[src/hdl/cicmd_pkg.sv]
`timescale 1ns / 1ps

package cicmd_pkg;

    // Mesh geometry.
    localparam int MESH_SIDE        = 64;
    localparam int WEIGHT_FRAC_BITS = 16;
    localparam int CELL_W           = $clog2(MESH_SIDE);
    localparam int ADDR_W           = 3 * CELL_W;
    localparam int CELL_COUNT       = MESH_SIDE * MESH_SIDE * MESH_SIDE;
    localparam int AXES             = 3;
    localparam int CORNERS          = 8;
    localparam int CORNER_W         = $clog2(CORNERS);

    // Field widths.
    localparam int POS_W   = 32;
    localparam int INV_W   = 32;
    localparam int TOTAL_W = 40;
    localparam int ECHO_W  = 18;

    // Reset value of the inverse cell length: 1.0 in 16.16.
    localparam logic [INV_W-1:0] INV_RESET = INV_W'(65536);

    // Request codes.
    localparam logic REQ_DEPOSIT = 1'b0;
    localparam logic REQ_READ    = 1'b1;

    typedef struct packed {
        logic              req_type;
        logic [POS_W-1:0]  pos_x;
        logic [POS_W-1:0]  pos_y;
        logic [POS_W-1:0]  pos_z;
        logic [ECHO_W-1:0] read_cell;
    } t_in_item;

    typedef struct packed {
        logic [TOTAL_W-1:0] cell_total;
        logic [ECHO_W-1:0]  cell_echo;
    } t_out_item;

    typedef enum logic [3:0] {
        ST_CLEAR,
        ST_IDLE,
        ST_SCALE,
        ST_RECIP,
        ST_SPLIT,
        ST_DEPOSIT,
        ST_DRAIN1,
        ST_DRAIN2,
        ST_READ_WAIT,
        ST_READ_DATA
    } t_state;

    // Commands from the controller to the datapath.
    typedef struct packed {
        logic                load;
        logic                corner_en;
        logic [CORNER_W-1:0] corner;
        logic                rd_issue;
        logic                out_load;
        logic                clr_en;
        logic [ADDR_W-1:0]   clr_addr;
    } t_cmd;

    // Status from the datapath to the controller.
    typedef struct packed {
        logic out_free;
    } t_sts;

endpackage

[src/hdl/cicmd_ctrl.sv]
`timescale 1ns / 1ps

module cicmd_ctrl (
    input  logic              i_clk,
    input  logic              i_rst_n,
    input  logic              i_in_valid,
    input  logic              i_req_type,
    output logic              o_in_ready,
    output cicmd_pkg::t_cmd   o_cmd,
    input  cicmd_pkg::t_sts   i_sts
);
    import cicmd_pkg::*;

    localparam logic [ADDR_W-1:0]   CLR_LAST    = ADDR_W'(CELL_COUNT - 1);
    localparam logic [CORNER_W-1:0] CORNER_LAST = CORNER_W'(CORNERS - 1);

    t_state              r_state, n_state;
    logic [ADDR_W-1:0]   r_clr, n_clr;
    logic [CORNER_W-1:0] r_corner, n_corner;

    // State and counters.
    always_ff @(posedge i_clk) begin
        if (!i_rst_n) begin
            r_state  <= ST_CLEAR;
            r_clr    <= '0;
            r_corner <= '0;
        end else begin
            r_state  <= n_state;
            r_clr    <= n_clr;
            r_corner <= n_corner;
        end
    end

    // Next state and commands.
    always_comb begin
        n_state    = r_state;
        n_clr      = r_clr;
        n_corner   = r_corner;
        o_cmd      = '0;
        o_in_ready = 1'b0;
        case (r_state)
            ST_CLEAR: begin
                o_cmd.clr_en   = 1'b1;
                o_cmd.clr_addr = r_clr;
                if (r_clr == CLR_LAST) begin
                    n_clr   = '0;
                    n_state = ST_IDLE;
                end else begin
                    n_clr = r_clr + 1'b1;
                end
            end
            ST_IDLE, ST_DRAIN2: begin
                o_in_ready = 1'b1;
                if (i_in_valid) begin
                    o_cmd.load = 1'b1;
                    n_state    = (i_req_type == REQ_READ) ? ST_READ_WAIT : ST_SCALE;
                end else begin
                    n_state = ST_IDLE;
                end
            end
            ST_SCALE: begin
                n_state = ST_RECIP;
            end
            ST_RECIP: begin
                n_state = ST_SPLIT;
            end
            ST_SPLIT: begin
                n_corner = '0;
                n_state  = ST_DEPOSIT;
            end
            ST_DEPOSIT: begin
                o_cmd.corner_en = 1'b1;
                o_cmd.corner    = r_corner;
                if (r_corner == CORNER_LAST) begin
                    n_state = ST_DRAIN1;
                end else begin
                    n_corner = r_corner + 1'b1;
                end
            end
            ST_DRAIN1: begin
                n_state = ST_DRAIN2;
            end
            ST_READ_WAIT: begin
                if (i_sts.out_free) begin
                    o_cmd.rd_issue = 1'b1;
                    n_state        = ST_READ_DATA;
                end
            end
            ST_READ_DATA: begin
                o_cmd.out_load = 1'b1;
                n_state        = ST_IDLE;
            end
            default: begin
                n_state = ST_IDLE;
            end
        endcase
    end

endmodule

[config.mk]
export PLATFORM = sky130hd
export DESIGN_NAME = cicmd_ctrl
export DESIGN_NICKNAME = d
export VERILOG_FILES = /design/src/hdl/cicmd_pkg.sv /design/src/hdl/cicmd_ctrl.sv
export SDC_FILE = /design/constraint.sdc
export NUM_CORES = 1
export LEC_CHECK = 0
export BUFFER_PORTS_ARGS = -buffer_cell sky130_fd_sc_hd__clkbuf_2
export CAP_MARGIN = 25
export CORE_MARGIN = 5
export CORE_UTILIZATION = 25
export DETAILED_ROUTE_END_ITERATION = 8
export GPL_TIMING_DRIVEN = 0
export PLACE_DENSITY = 0.51
export SETUP_SLACK_MARGIN = 0.3
export SLEW_MARGIN = 40
export SYNTH_ARGS = -nofsm -noshare
export SYNTH_HDL_FRONTEND = slang
export SYNTH_SLANG_ARGS = --single-unit
[constraint.sdc]
create_clock -name i_clk -period 2.94 [get_ports i_clk]
set_input_delay 0.147 -clock i_clk [delete_from_list [all_inputs] [get_ports i_clk]]
set_output_delay 0.147 -clock i_clk [all_outputs]
set_load 0.02 [all_outputs]
==> impl_results.md <==
- Simple-Gate Fraction of Synth Area: 37.8%
- Final worst path period need: 2430 ps
- Post-synthesis mux area share: 0.685%
- CTS tree: done
- Slowest stage delay, CP: 530 ps
- CP Data Arrival Time: 2280 ps
- Launch point of the worst path: r_state[1]
- XOR/XNOR Fraction of Synth Area: 4.20%
- Reg2Reg Depth: 7
- Critical path peak fanout: 10
- Hold path depth: 2
- Cts bufs inserted: 3
- Critical path type: flop to output port
- Seq/Total Area, Yosys: 34.2%
- Pwr dens: 336 nW/um2
- Peak Freq: 412 MHz
- Type of the worst min-delay path: input pin to flop
- Headroom to the max-slew limit: 55.6%
- Number of diodes: 0
- Vias in the first global route: 1281
- HPWL after detailed placement: 2690 um
- CTS Root Cell: clkbuf_8
- Layout area overhead: 20.5%
- Synth Area in Compound Gates: 15.4%
- Finished layout cell area: 1760 um2
- GRT Util Overall: 9.92%
- Hold Violations, Final: 0
- Top cell type's share of synthesized area: 34.2%
- Final nets: 230
- Unrepaired setup endpoints after global routing: false
- Netlist Area Pre-Place: 1460 um2
- Drc violations: 0
- Final setup viols: 0
- Clock Pin Slew Worst Setup and Hold Paths: 90 ps
- Register bit total from synthesis: 25
- Reg-to-Reg Start: r_state[1]
- Core area: 5610 um2
- Leakage power: 0.697 nW
- H-tree Lvls: 1
- EDFF count, synth: 0
- Clk sinks: 25
- Ys async rst share: 0%
- Via count: 1401
- Setup TNS Final: 0 ps
- Netlist cell types: 40
- Max clock buf depth: 2
- Most used flip-flop cell after synthesis: dfxtp_1
- Final worst-path cycle share: 82.5%
- Status: finished clean
- Most used cell, CP: buf_6
- Measured slew at the worst slew-check pin: 659 ps
- Die Y: 86.5 um
- Layout cell share with drive strength beyond 1: 20.8%
- First-pass GRT wire length: 6110 um
- Fin. max-slew vios: 0
- Drt pass-1 iters: 4
- Filler cell count: 644
- Synth Area in Adders: 2.57%
- Row cnt: 27
- Vias per cell: 4.78
- Final ANT Viol Nets: 0
- Clk Latency, worst-skew pair: 270 ps
- Post-CTS Hold Buffers: 0
- Peak VDD IR: 149 uV
- Top cell family by delay on the critical path: buffers and inverters
- Crit-path slowest cell: or4_4
- WP depth: 7
- Post-Syn Instances: 186
- Wirelength per Cell: 12.2 um
- Die Wd: 86.5 um
- Hold path start: i_rst_n
- Dominant cells by area after synthesis: dfxtp_1, and2_1, or3_1
- Die area: 7470 um2
- Core Util, Final: 31.4%
- CP Buf/Inv Count: 5
- Required @ worst endpoint: 2790 ps
- Crit end category: output port
- Final Skew: 6.28 ps
- Post-DP Area: 1710 um2
- GPL Wtd Cong: 0.834
- Max cap viols: 0
- DR iter-0 viols: 40
- Largest family of logic cells by synthesized area: simple AND/OR/NAND/NOR gates
- Area leader, netlist: dfxtp_1
- IO Count: 32
- Port bufs: 31
- Post-Syn Nets: 194
- Total grt overflow: 0
- Power Total: 0.000592 W
- CP Launch Type: flop
- Initial antenna violation count: 0
- Final wirelength: 3570 um
- Largest net degree at the start of global routing: 15
- Initial Util: 26.1%
- Worst path cell trace: buf_6, or4_4, buf_6, inv_1, clkbuf_1, and2_1, clkbuf_2
- Synthesized area per cell: 7.86 um2
- Yosys warning count: 0
-- worst reg2reg max path, stage by stage, from the launching register on --
cell and delay [ps]:
dfxtp_1 320, buf_6 130, or4_4 530, buf_6 150, or4_1 520, clkbuf_2 190
or3_1 360, a21oi_1 140
-- layout by cell type, fill, tap and decap left out, types with 4 or more instances in the layout --
master	synthesis	routed
and2_1	22	22
nand2_1	12	12
dfxtp_1	25	25
nand3_1	9	9
inv_1	6	6
xor2_1	4	4
clkbuf_1	5	4
nor2_1	17	17
clkbuf_2	1	33
o21ai_0	11	11
a21oi_1	12	12
and4_1	4	4
or3_1	11	11
nand4_1	6	6
-- metal layers --
metal / wire, um / GRT usage (%) / vias up
met5: 0 / 0 / -
li1: - / - / 728
met4: 25 / 2.12 / 0
met3: 180 / 2.38 / 2
met2: 1540 / 15.7 / 26
met1: 1830 / 13.6 / 645
-- power breakdown --
part           total [W]  internal, W  switching (W)
clock           0.000212    0.0000950       0.000117
sequential      0.000347     0.000342     0.00000507
combinational  0.0000334    0.0000129      0.0000204
total           0.000592     0.000450       0.000143
-- worst paths after layout --
path / end / slack [ps]
min reg2reg: r_clr[17] / 510
max reg2reg: r_clr[11] / 560
min: r_state[0] / 220
max: o_cmd[7] / 510
-- kinds of logic after synthesis --
family                   count (synthesis)
flip-flops                              25
XOR/XNOR                                 7
multiplexers                             1
AO/OA/AOI/OAI                           37
adder cells (fa/ha/maj)                  3
AND/OR/NAND/NOR                         98
buffers and inverters                   15
-- sequential cells by signal, summed over array words and instances (netlist names) --
signal,flops
r_corner,3
r_state,4
r_clr,18
-- through the flow --
step           hold slack (ps)  instances  setup slack, ps
2_1_floorplan              294        186              693
3_3_place_gp               487        289              218
3_5_place_dp               495        289              562
4_1_cts                    201        293              374
5_1_grt                    220        293              388
6_report                   217        293              513
-- synth_stat cells (4+ instances only) --
cell type and instances:
clkbuf_1 5, or3_1 11, nand4_1 6, nand3_1 9, a21oi_1 12, dfxtp_1 25
inv_1 6, o21ai_0 11, xor2_1 4, nor2_1 17, and4_1 4, nand2_1 12
and2_1 22
-- area by class of cell --
type                       count  area, um2  area share [%]
buffer                         9       52.6            2.98
clock buffer                   3       41.3            2.34
clock inverter                 1       5.00           0.284
inverter                       6       22.5            1.28
multi-input combinational    146        895            50.8
sequential                    25        500            28.4
tap                           72       90.1            5.11
timing repair buffer          31        155            8.81
-- timing repair --
action,in CTS,in global routing
endpoints found under the setup margin,0,1
buffers inserted,0,0
resized for setup,0,2
(Power assumes the default switching activity.)
